--- src/rtl/dssb_pkg.sv ---
`default_nettype none
// ----------------------------------------------------------------------------
// dssb_pkg
// Shared types and constants of the DRRIP replacement core with stride
// based streaming bypass.
// ----------------------------------------------------------------------------
package dssb_pkg;

   localparam int             SEL_W      = 10;
   localparam logic [SEL_W-1:0] SEL_MID  = 10'd512;
   localparam logic [1:0]     RRPV_MAX   = 2'd3;
   localparam logic [1:0]     BRRIP_NEAR = 2'd2;
   localparam logic [1:0]     RRPV_HIT   = 2'd0;
   localparam logic [1:0]     REUSE_MAX  = 2'd3;
   localparam logic [1:0]     REUSE_FILL = 2'd1;
   localparam logic [1:0]     REUSE_STRONG = 2'd2;
   localparam int             MASK_W     = 16;
   localparam int             PADDR_W    = 64;
   localparam logic           CMD_VICTIM = 1'b0;
   localparam logic           CMD_UPDATE = 1'b1;

   typedef struct packed {
      logic              cmd;
      logic [10:0]       set_index;
      logic [3:0]        way_index;
      logic              was_hit;
      logic [63:0]       phys_address;
      logic [15:0]       valid_mask;
      logic [4:0]        random_draw;
   } req_type;

   typedef struct packed {
      logic [3:0]        victim_way;
      logic              streaming_seen;
      logic              bypassed;
   } rsp_type;

   typedef enum logic [2:0] {
      ST_CLEAR,
      ST_IDLE,
      ST_LOAD,
      ST_AGE,
      ST_DELTA,
      ST_BLOCK,
      ST_WRITE,
      ST_DONE
   } state_type;

   // sequencer to datapath
   typedef struct packed {
      logic clear_wr;
      logic req_ready;
      logic load;
      logic age;
      logic delta;
      logic delta_first;
      logic block;
      logic mem_wr;
      logic rsp_load;
   } ctrl_type;

   // datapath to sequencer
   typedef struct packed {
      logic req_valid;
      logic is_update;
      logic wraps;
      logic clear_last;
      logic step_last;
      logic rsp_free;
   } stat_type;

endpackage
`default_nettype wire

--- src/rtl/dssb_delta.sv ---
`default_nettype none
// ----------------------------------------------------------------------------
// dssb_delta
// Shared 64-bit subtract and compare unit of the stride detector. The first
// step stores the reference delta, later steps check against it.
// ----------------------------------------------------------------------------
module dssb_delta
   import dssb_pkg::*;
(
   input  wire logic               clock,
   input  wire logic               en,
   input  wire logic               first,
   input  wire logic [PADDR_W-1:0] newer,
   input  wire logic [PADDR_W-1:0] older,
   output logic                    match
);

   logic [PADDR_W-1:0] diff;
   logic [PADDR_W-1:0] ref_ff, ref_in;
   logic               match_ff, match_in;

   assign diff = newer - older;

   always_comb begin
      ref_in   = ref_ff;
      match_in = match_ff;
      if (en) begin
         if (first) begin
            ref_in   = diff;
            match_in = 1'b1;
         end else begin
            match_in = match_ff & (diff == ref_ff);
         end
      end
   end

   always_ff @(posedge clock) begin
      ref_ff   <= ref_in;
      match_ff <= match_in;
   end

   assign match = match_ff;

endmodule
`default_nettype wire

--- config.mk ---
export PLATFORM = sky130hd
export DESIGN_NAME = dssb_delta
export DESIGN_NICKNAME = d
export VERILOG_FILES = /design/src/rtl/dssb_pkg.sv /design/src/rtl/dssb_delta.sv
export SDC_FILE = /design/constraint.sdc
export NUM_CORES = 1
export LEC_CHECK = 0
export BUFFER_PORTS_ARGS = -buffer_cell sky130_fd_sc_hd__buf_2
export CAP_MARGIN = 20
export CORE_UTILIZATION = 55
export DETAILED_ROUTE_END_ITERATION = 6
export GPL_TIMING_DRIVEN = 1
export PLACE_DENSITY = 0.76
export SLEW_MARGIN = 25
export SYNTH_ARGS = -nofsm -noshare
export SYNTH_HDL_FRONTEND = slang
export SYNTH_SLANG_ARGS = --single-unit
--- constraint.sdc ---
create_clock -name clock -period 4.5 [get_ports clock]
set_clock_uncertainty 0.05 [all_clocks]
set_input_delay 0.675 -clock clock [delete_from_list [all_inputs] [get_ports clock]]
set_output_delay 0.675 -clock clock [all_outputs]
set_load 0.05 [all_outputs]
-- Word level (Yosys, flattened, before mapping)
Cells that the tools add are included.
- flip-flop bits (word level): 65
- bits of input ports: 131
- logic and storage cells: 6
- $add $sub $neg: 1
- equality and inequality tests: 1
- bitwise operators: 1
- reductions and logical operators: 1
- operators with widths (operator ; number):
    == test 64 bit ; 1
    subtractor 64 bit ; 1
    AND reduction 2 bit ; 1
    AND 1 bit ; 1

-- Longest topological paths before layout
- depth after elaboration: 3
- mapped depth: 15

-- Least setup slack after synthesis
OpenSTA, ideal clock, no wires.
- path kind: input port to flip-flop
- from: input port newer[0]
- to: register match_ff, in the netlist match, data pin
- data arrival time: 3.830 ns
- required time: 4.270 ns
- setup slack: 0.440 ns
- cell stages on the path: 14
- buffers on the path: 0
- cell sequence: inv_1 > ha_1 > fa_1 > nand2b_1 > a21o_1 > a211oi_1 > or3_1 > xor2_1 > xor2_1 > a2111o_1 > or4_1 > nor4_1 > nand4_1 > o41ai_2
- cells in the longest elaborated chain, start to end: 3
- RTL lines (element ; RTL line ; source):
    from (decl) ; dssb_delta.sv:13 ; input wire logic [PADDR_W-1:0] newer,
    subtractor 64 bit ; dssb_delta.sv:22 ; assign diff = newer - older;
    via diff[12] ; dssb_delta.sv:18 ; logic [PADDR_W-1:0] diff;
    == test 64 bit ; dssb_delta.sv:32 ; match_in = match_ff & (diff == ref_ff);
    AND 1 bit ; dssb_delta.sv:32 ;
    to (signal assigned) ; dssb_delta.sv:39 ; match_ff <= match_in;
    to (decl) ; dssb_delta.sv:20 ; logic match_ff, match_in;
The timed path passes the listed nets, and every way through them passes these cells.
A chain may end at the register's enable or synchronous reset.

-- Worst setup path after layout
- from: input port older[15]
- to: register match_ff, in the netlist match, data pin
- cells in the longest elaborated chain, start to end: 3
- RTL lines (element ; RTL line ; source):
    from (decl) ; dssb_delta.sv:14 ; input wire logic [PADDR_W-1:0] older,
    subtractor 64 bit ; dssb_delta.sv:22 ;
    == test 64 bit ; dssb_delta.sv:32 ;
    AND 1 bit ; dssb_delta.sv:32 ;
No other way between the ends.

==> results.json <==
{
  "clockBufferDepth": 2,
  "cts_sinks": 65,
  "hp-class": "input port to flip-flop",
  "synth.yosys.seq_area_share": 0.232,
  "synth_compound_area_frac": 0.260,
  "globalRouteTotalUtil": 0.357,
  "status": "finished, final reports clean",
  "synth_ff_type": "edfxtp_1",
  "placed_area_sq_um": 10100,
  "timing.hold.ws_ns": 0.504,
  "vdd_drop_max_mv": 0.228,
  "yosys_warnings": 0,
  "htreeDepth": 3,
  "ctsRootBufferMaster": "clkbuf_16",
  "fmax_mhz": 229,
  "routed_wl_um": 28100,
  "synth_mux_area_frac": 0.0110,
  "synth_top_area_cell": "edfxtp_1",
  "relSlewSlack": 0.409,
  "synth_top_family_by_area": "compound AO/OA/AOI/OAI gates",
  "period_share": 0.969,
  "leakagePower_nw": 4.70,
  "ant_nets": 0,
  "cts_tree": "built",
  "drv_cap": 0,
  "final_core_util": 0.706,
  "dr.pass1.iters": 5,
  "die_w_um": 126,
  "netlist_area_sq_um": 8430,
  "cp.required_ns": 4.62,
  "drc": 0,
  "diodes": 0,
  "grt_max_degree": 59,
  "grt-ovfl-total": 0,
  "dr_total_vias": 9037,
  "nNetsFinal": 1466,
  "hold_viol": 0,
  "path_clk_slew_ns": 0.06,
  "synth-async-reset-ratio": 0,
  "fillers": 1273,
  "rows": 44,
  "drt-initial-drc-count": 928,
  "insertion_delay_ns": 0.35,
  "avgRoutedWirePerCell_um": 19.3,
  "postSynthCellCount": 1048,
  "routabilityCongestion": 0.998,
  "place_hpwl_um": 23300,
  "grt_pass1_wl_um": 43700,
  "fin_crit_ns": 4.36,
  "syn_nets": 1244,
  "synth_most_common_cell": "a21oi_1",
  "finalMaxSlewViolations": 0,
  "multiInputGateArea_sq_um": 5910,
  "cp_max_fo": 6,
  "yosys.area_share.simple": 0.194,
  "worstMarginPinSlew_ns": 0.886,
  "pwr_density_cell_nw_per_um2": 288,
  "yosys-top-cells-count": "a21oi_1 (98), inv_1 (89), nand2_1 (89)",
  "cts_made_buffers": 9,
  "final_area_sq_um": 10400,
  "synth_fa_ha_area_frac": 0.0974,
  "syn_to_final_growth_pct": 23.5,
  "die_area_sq_um": 15800,
  "synth_area_leaders": "edfxtp_1 (23%), ha_1 (9.5%), xnor2_1 (6.3%), a21oi_1 (5.8%), xor2_1 (4.8%)",
  "viasPerCell": 6.19,
  "rsz0062_at_grt": "no",
  "startpoint_type": "input port",
  "antenna_found_initial": 0,
  "crit_arrival_ns": 4.49,
  "drive_gt1_frac": 0.239,
  "criticalPathCategory": "input port to flip-flop",
  "synthXorXnorAreaFrac": 0.138,
  "avgSynthCellArea_sq_um": 8.04,
  "core_sq_um": 14800,
  "ys_ff_latch": 65,
  "setup_slack_ns": 0.139,
  "end_kind": "flip-flop",
  "finalSetupViolCount": 0,
  "port_buffers": 131,
  "synth_top_area_share": 0.232,
  "register_area_sq_um": 1950,
  "first_global_vias": 8385,
  "synth_edf_count": 65,
  "dp_slack_ns": -0.0987,
  "synth_cell_types": 88,
  "io_pins": 132,
  "die_h_um": 126,
  "start_util": 0.571
}
report_power, final:
part	switching (mW)	leakage, nW	internal (mW)
combinational	0.793	3.94	0.626
clock	0.327	0.149	0.440
sequential	0.0413	0.611	0.774
final timing paths:
check / from / to / slack (ns) / cells past startpoint
setup / recovery: older[15] / match / 0.14 / 15
hold / removal: en / match / 0.50 / 1
setup reg to reg: ref_ff[25] / match / 1.04 / 12
hold reg to reg: ref_ff[58] / match / 0.67 / 3
state kept, by name (all words and copies together), names as in the netlist:
name and cells:
match 1, ref_ff 64
cell families after synthesis:
logic type / Yosys count
adder cells (fa/ha/maj): 65
flip-flops: 65
XOR/XNOR: 117
buffers and inverters: 143
multiplexers: 9
AO/OA/AOI/OAI: 327
AND/OR/NAND/NOR: 322
metrics by stage:
| stage | setup TNS (ns) | instances | total power [mW] |
|---|---|---|---|
| final | 0 | 1459 | 3.00 |
| after CTS | 0 | 1459 | 2.97 |
| after global routing | 0 | 1459 | 3.14 |
| after detailed placement | -0.0987 | 1443 | 2.20 |
| after global placement | -0.0510 | 1443 | 2.18 |
| after floorplan | 0 | 1048 | 1.69 |
what timing repair did:
action,4_1_cts,5_1_grt
hold buffers,0,0
resized for setup,0,3
setup endpoints to repair,0,1
setup buffers,0,0
critical path, stage by stage:
cell and delay (ns):
buf_2 0.08, inv_1 0.03, ha_1 0.38, nand2_1 0.17, o21ai_0 0.45, a32oi_1 0.18, a21boi_1 0.46, o31ai_1 0.18
buf_4 0.21, a31oi_1 0.36, o22a_1 0.23, xor3_1 0.24, nor4_1 0.36, nand4_1 0.15, o41ai_2 0.32
cell usage in the layout, fill, tap and decap left out, types with 10 or more instances in the layout:
cell type and count:
edfxtp_1 65, ha_1 64, a21o_1 34, nand4_1 33
nor3_1 25, o21ai_1 12, xnor2_1 61, nor2_1 73
buf_4 133, nand2_1 89, o21ai_0 45, xor2_1 46
a21oi_1 97, o21a_1 14, nor4_1 11, o21bai_1 10
nand3_1 18, inv_1 89, o211ai_1 11, buf_2 131
routing by layer:
layer | GRT usage | part of all wire | vias up
li1 | - | - | 4320
met1 | 0.491 | 0.43 | 4166
met2 | 0.557 | 0.44 | 502
met3 | 0.0705 | 0.10 | 49
met4 | 0.125 | 0.026 | 0
met5 | 0 | 0 | -
cell type report:
cell class / instances / share of cell area
clock buffers: 9 / 0.0216
clock inverters: 7 / 0.00805
inverters: 89 / 0.0321
multi-input cells: 840 / 0.568
flip-flops and latches: 65 / 0.187
well taps: 184 / 0.0221
repair buffers: 265 / 0.161
Power figures use the tool's default switching activity.
