--- config.mk ---
export PLATFORM = sky130hd
export DESIGN_NAME = dssb_seq
export DESIGN_NICKNAME = d
export VERILOG_FILES = /design/src/rtl/dssb_pkg.sv /design/src/rtl/dssb_seq.sv
export SDC_FILE = /design/constraint.sdc
export NUM_CORES = 1
export LEC_CHECK = 0
export BUFFER_PORTS_ARGS = -buffer_cell sky130_fd_sc_hd__buf_2
export CELL_PAD_IN_SITES_DETAIL_PLACEMENT = 0
export CELL_PAD_IN_SITES_GLOBAL_PLACEMENT = 1
export CORE_AREA = 2 2 39 41
export CTS_BUF_LIST = sky130_fd_sc_hd__clkbuf_4
export DETAILED_ROUTE_END_ITERATION = 7
export DIE_AREA = 0 0 41 43
export PLACE_DENSITY_LB_ADDON = 0.1
export REMOVE_ABC_BUFFERS = 1
export SLEW_MARGIN = 20
export SYNTH_ARGS = -nofsm -noshare
export SYNTH_HDL_FRONTEND = slang
export SYNTH_SLANG_ARGS = --single-unit
--- constraint.sdc ---
create_clock -name clock -period 2.6 [get_ports clock]
set_clock_uncertainty 0.05 [all_clocks]
set_input_delay 0.39 -clock clock [delete_from_list [all_inputs] [get_ports clock]]
set_output_delay 0.39 -clock clock [all_outputs]
set_load 0.1 [all_outputs]
--- src/rtl/dssb_pkg.sv ---
`default_nettype none
// ----------------------------------------------------------------------------
// dssb_pkg
// Shared types and constants of the DRRIP replacement core with stride
// based streaming bypass.
// ----------------------------------------------------------------------------
package dssb_pkg;

   localparam int             SEL_W      = 10;
   localparam logic [SEL_W-1:0] SEL_MID  = 10'd512;
   localparam logic [1:0]     RRPV_MAX   = 2'd3;
   localparam logic [1:0]     BRRIP_NEAR = 2'd2;
   localparam logic [1:0]     RRPV_HIT   = 2'd0;
   localparam logic [1:0]     REUSE_MAX  = 2'd3;
   localparam logic [1:0]     REUSE_FILL = 2'd1;
   localparam logic [1:0]     REUSE_STRONG = 2'd2;
   localparam int             MASK_W     = 16;
   localparam int             PADDR_W    = 64;
   localparam logic           CMD_VICTIM = 1'b0;
   localparam logic           CMD_UPDATE = 1'b1;

   typedef struct packed {
      logic              cmd;
      logic [10:0]       set_index;
      logic [3:0]        way_index;
      logic              was_hit;
      logic [63:0]       phys_address;
      logic [15:0]       valid_mask;
      logic [4:0]        random_draw;
   } req_type;

   typedef struct packed {
      logic [3:0]        victim_way;
      logic              streaming_seen;
      logic              bypassed;
   } rsp_type;

   typedef enum logic [2:0] {
      ST_CLEAR,
      ST_IDLE,
      ST_LOAD,
      ST_AGE,
      ST_DELTA,
      ST_BLOCK,
      ST_WRITE,
      ST_DONE
   } state_type;

   // sequencer to datapath
   typedef struct packed {
      logic clear_wr;
      logic req_ready;
      logic load;
      logic age;
      logic delta;
      logic delta_first;
      logic block;
      logic mem_wr;
      logic rsp_load;
   } ctrl_type;

   // datapath to sequencer
   typedef struct packed {
      logic req_valid;
      logic is_update;
      logic wraps;
      logic clear_last;
      logic step_last;
      logic rsp_free;
   } stat_type;

endpackage
`default_nettype wire

--- src/rtl/dssb_seq.sv ---
`default_nettype none
// ----------------------------------------------------------------------------
// dssb_seq
// Sequencer: clearing pass, row load, aging or stride steps, block update,
// write back and result hand-off.
// ----------------------------------------------------------------------------
module dssb_seq
   import dssb_pkg::*;
#(
   parameter int STEP_W = 2
) (
   input  wire logic              clock,
   input  wire logic              reset,
   input  wire stat_type          stat,
   output ctrl_type               ctrl,
   output logic      [STEP_W-1:0] step
);

   state_type         state_ff, state_in;
   logic [STEP_W-1:0] step_ff, step_in;

   always_comb begin
      state_in = state_ff;
      unique case (state_ff)
         ST_CLEAR: if (stat.clear_last) state_in = ST_IDLE;
         ST_IDLE:  if (stat.req_valid) state_in = ST_LOAD;
         ST_LOAD: begin
            if (!stat.is_update) state_in = ST_AGE;
            else if (stat.wraps) state_in = ST_DELTA;
            else                 state_in = ST_BLOCK;
         end
         ST_AGE:   state_in = ST_WRITE;
         ST_DELTA: if (stat.step_last) state_in = ST_BLOCK;
         ST_BLOCK: state_in = ST_WRITE;
         ST_WRITE: state_in = ST_DONE;
         ST_DONE:  if (stat.rsp_free) state_in = ST_IDLE;
         default:  state_in = ST_CLEAR;
      endcase
   end

   always_comb begin
      ctrl             = '0;
      ctrl.delta_first = (step_ff == STEP_W'(1));
      unique case (state_ff)
         ST_CLEAR: ctrl.clear_wr  = 1'b1;
         ST_IDLE:  ctrl.req_ready = 1'b1;
         ST_LOAD:  ctrl.load      = 1'b1;
         ST_AGE:   ctrl.age       = 1'b1;
         ST_DELTA: ctrl.delta     = 1'b1;
         ST_BLOCK: ctrl.block     = 1'b1;
         ST_WRITE: ctrl.mem_wr    = 1'b1;
         ST_DONE:  ctrl.rsp_load  = stat.rsp_free;
         default:  ctrl           = '0;
      endcase
   end

   // step walks the history from entry 1 to the last one
   always_comb begin
      step_in = step_ff;
      if (state_ff == ST_LOAD) begin
         step_in = STEP_W'(1);
      end else if (state_ff == ST_DELTA) begin
         step_in = step_ff + STEP_W'(1);
      end
   end

   always_ff @(posedge clock) begin
      if (reset) begin
         state_ff <= ST_CLEAR;
         step_ff  <= '0;
      end else begin
         state_ff <= state_in;
         step_ff  <= step_in;
      end
   end

   assign step = step_ff;

endmodule
`default_nettype wire
# After elaboration in Yosys (flattened, before gate mapping)
# Cells that the tools add are included.
# word_totals
register_bits	5
latchBits	0
wordCells	38
in_bits	8
output_inout_bits	11
mem_count	0
romBits	0
mem_bits_rw	0
# op_classes
shifts	0
reduce_logical	5
addsub	1
div	0
order_cmp	0
mux	17
n_eq_ne	12
mul	0
n_bitwise	0
# ops
operator	count
3-bit case mux with 7 select lines	1
3-bit two-way mux	5
3-bit == test (second input constant)	4
1-bit two-way mux	11
2-bit inequality test (second input constant)	4
3-bit by 2-bit == test with 1-bit output (second input constant)	2
4-bit AND reduction	1
2-bit OR reduction	2
3-bit by 1-bit == test with 1-bit output (second input constant)	1
3-bit logical NOT	1
2-bit by 1-bit adder with 2-bit output (second input constant)	1
2-bit by 1-bit == test with 1-bit output (second input constant)	1
2-bit nonzero test	1

# Longest topological paths before layout
# depth
depth_word	3
depth_mapped	6

# Worst setup path after synthesis
# No wires, ideal clock.
# synth_timing
path_kind	register to output
start	register state_ff[1]
end	output port ctrl[2] (netlist name)
path_stages_with_launch	3
arrival_time_ps	2615
setup_slack_ps	-455
n_path_buf	1
cell_sequence	dfxtp_1 > buf_2 > nor3_1
# synth_rtl
element	line	source
start: declaration	dssb_seq.sv:19	state_type state_ff, state_in;
start signal: assignment	dssb_seq.sv:72	state_ff <= state_in;
end: declaration	dssb_seq.sv:15	output ctrl_type ctrl,

==> impl_metrics.json <==
{
  "grt-ovfl-total": 0,
  "cts_tree": "built",
  "async_flop_share": 0,
  "crit_path_max_incr_delay_ns": 0.66,
  "clock_latency_ns": 0.24,
  "finalNetCount": 70,
  "viasPerCell": 4.75,
  "yosysWarnings": 0,
  "drive_gt1_frac": 0.483,
  "critPathCaptureType": "output port",
  "cp-start-kind": "flip-flop",
  "drtPass1Iterations": 2,
  "post_cts.repair.setup_buffers": 0,
  "relSlewSlack": 0.630,
  "synth-seq-area-share": 0.282,
  "netlist_area_um2": 355,
  "synth_cells": 41,
  "grt_pass1_wl_um": 1430,
  "total_power_uw": 294,
  "cpMaxStageDelayCell": "dfxtp_1",
  "fp-row-count": 14,
  "ys_top_cells_by_area": "dfxtp_1, buf_6, nor3_1",
  "crit_required_ns": 2.16,
  "fin_crit_ns": 2.08,
  "hp-class": "input port to flip-flop",
  "synth.top_cell.area_share": 0.282,
  "vdd_drop_max_v": 0.000210,
  "die_area_um2": 1760,
  "cts.sinks": 5,
  "worst_slew_pin_slew_ns": 0.555,
  "initial_core_util": 0.257,
  "grt_max_degree": 17,
  "crit_path_cell_trace": "and4_4 -> buf_2",
  "drt-total-wl_um": 842,
  "vias": 361,
  "setup_slack_ns": 0.519,
  "setup_violations": 0,
  "numPortBuffers": 18,
  "root_buffer": "clkbuf_4",
  "final_util": 0.338,
  "drtIter0Drc": 1,
  "areaGrowthSynthToFinish_pct": 31.7,
  "synth-seq-cells": 5,
  "path_clk_slew_ns": 0.05,
  "fin_crit_sh": 0.800,
  "wl_per_cell_um": 11.1,
  "r2r-start": "state_ff[0]",
  "hold_viol": 0,
  "cts_buffers": 3,
  "cp-startpoint": "state_ff[1]",
  "leakage_nw": 0.224,
  "rsz0062_at_grt": "no",
  "slew_violations": 0,
  "post_cts_resized": 0,
  "synthTopCellsByCount": "dfxtp_1, nor3_1, a21oi_1",
  "ctsHoldBuffers": 0,
  "grt_use_total": 0.119,
  "finalSetupTns_ns": 0,
  "path_class": "flip-flop to output port",
  "outcome": "finished, final reports clean",
  "h-tree-depth": 1,
  "antenna_left": 0,
  "nFillCells": 157,
  "coreArea_um2": 1380,
  "post-place-ws_ns": 0.770,
  "ys.flop_type": "dfxtp_1",
  "rr_worst_depth": 5,
  "power_density_nw_per_um2": 627,
  "r2r-end": "step[1]",
  "antenna_found_initial": 0,
  "fmax_mhz": 481,
  "synth_largest_area_cell": "dfxtp_1",
  "endpoint": "ctrl[0]",
  "drc": 0,
  "yosys.cell_types.count": 27,
  "yosysMostFrequentCell": "dfxtp_1",
  "clk_path_buf_depth": 2,
  "cap_violations": 0,
  "arrival_ns": 1.64,
  "synth_edf_count": 0,
  "crit_fanout": 16,
  "io-pin-count": 19,
  "syn_area_per_cell_um2": 8.67,
  "fp.dieW_um": 41,
  "first_global_vias": 350,
  "fp.dieH_um": 43,
  "antenna_cells": 0,
  "r2r_setup_slack_ns": 1.21,
  "place.gp.congestion": 0.695
}
## final cells by class
| class | count | area [um^2] | share of cell area |
|---|---|---|---|
| well taps | 16 | 20.0 | 0.0428 |
| inverters | 4 | 17.5 | 0.0374 |
| flip-flops and latches | 5 | 100 | 0.214 |
| clock buffers | 4 | 30.0 | 0.0642 |
| repair buffers | 18 | 90.1 | 0.193 |
| multi-input cells | 29 | 210 | 0.449 |
## through the flow
stage	area (um^2)	instances	hold WS (ns)
after floorplan	328	38	0.409
final	468	76	0.309
after global routing	468	76	0.307
after CTS	468	76	0.305
after detailed placement	438	72	0.512
after global placement	438	72	0.519
## worst min-delay path by stage
stage | startpoint | end | cells past startpoint | slack, ns
floorplan | reset | step[0] | 1 | 0.41
global placement | step[1] | step[1] | 3 | 0.52
detailed placement | step[1] | step[1] | 3 | 0.51
CTS | reset | step[1] | 2 | 0.31
global route | reset | step[1] | 2 | 0.31
finish | reset | step[0] | 2 | 0.31
## cells by family after synthesis
family / Yosys count / share of synthesized area
xor+xnor: 1 / 0.0247
buf+inv: 7 / 0.127
simple gates: 17 / 0.352
flops: 5 / 0.282
fa+ha+maj: 1 / 0.0352
compound gates: 10 / 0.180
## registers in the layout, indices dropped and copies added, names as in the netlist
name and count:
state_ff 3, step 2
## layout by cell type, fill, tap and decap left out, types with 2 or more instances in the layout
cell type   n
nor3_1      4
dfxtp_1     5
buf_2      18
and3_1      2
o21ai_0     2
a21oi_1     3
inv_1       2
clkbuf_4    4
a31oi_1     2
## layer usage
layer,part of all wire,GRT usage,wire length [um]
met4,0.017,0.100,14
met1,0.45,0.147,377
met2,0.47,0.172,396
met3,0.063,0.0157,53
met5,0,0,0
## worst max-delay path, delay by kind of cell, from the launching register on
family | cells | cell delay (ns)
AND/OR/NAND/NOR | 1 | 0.32
buffers and inverters | 1 | 0.42
flip-flops | 1 | 0.66
## power by group
group	switching (mW)	total, mW	internal (mW)	leakage, nW
registers	0.0122	0.0935	0.0813	0.0407
logic	0.0794	0.100	0.0207	0.164
clock network	0.0316	0.100	0.0684	0.0184
(Power assumes the default switching activity.)
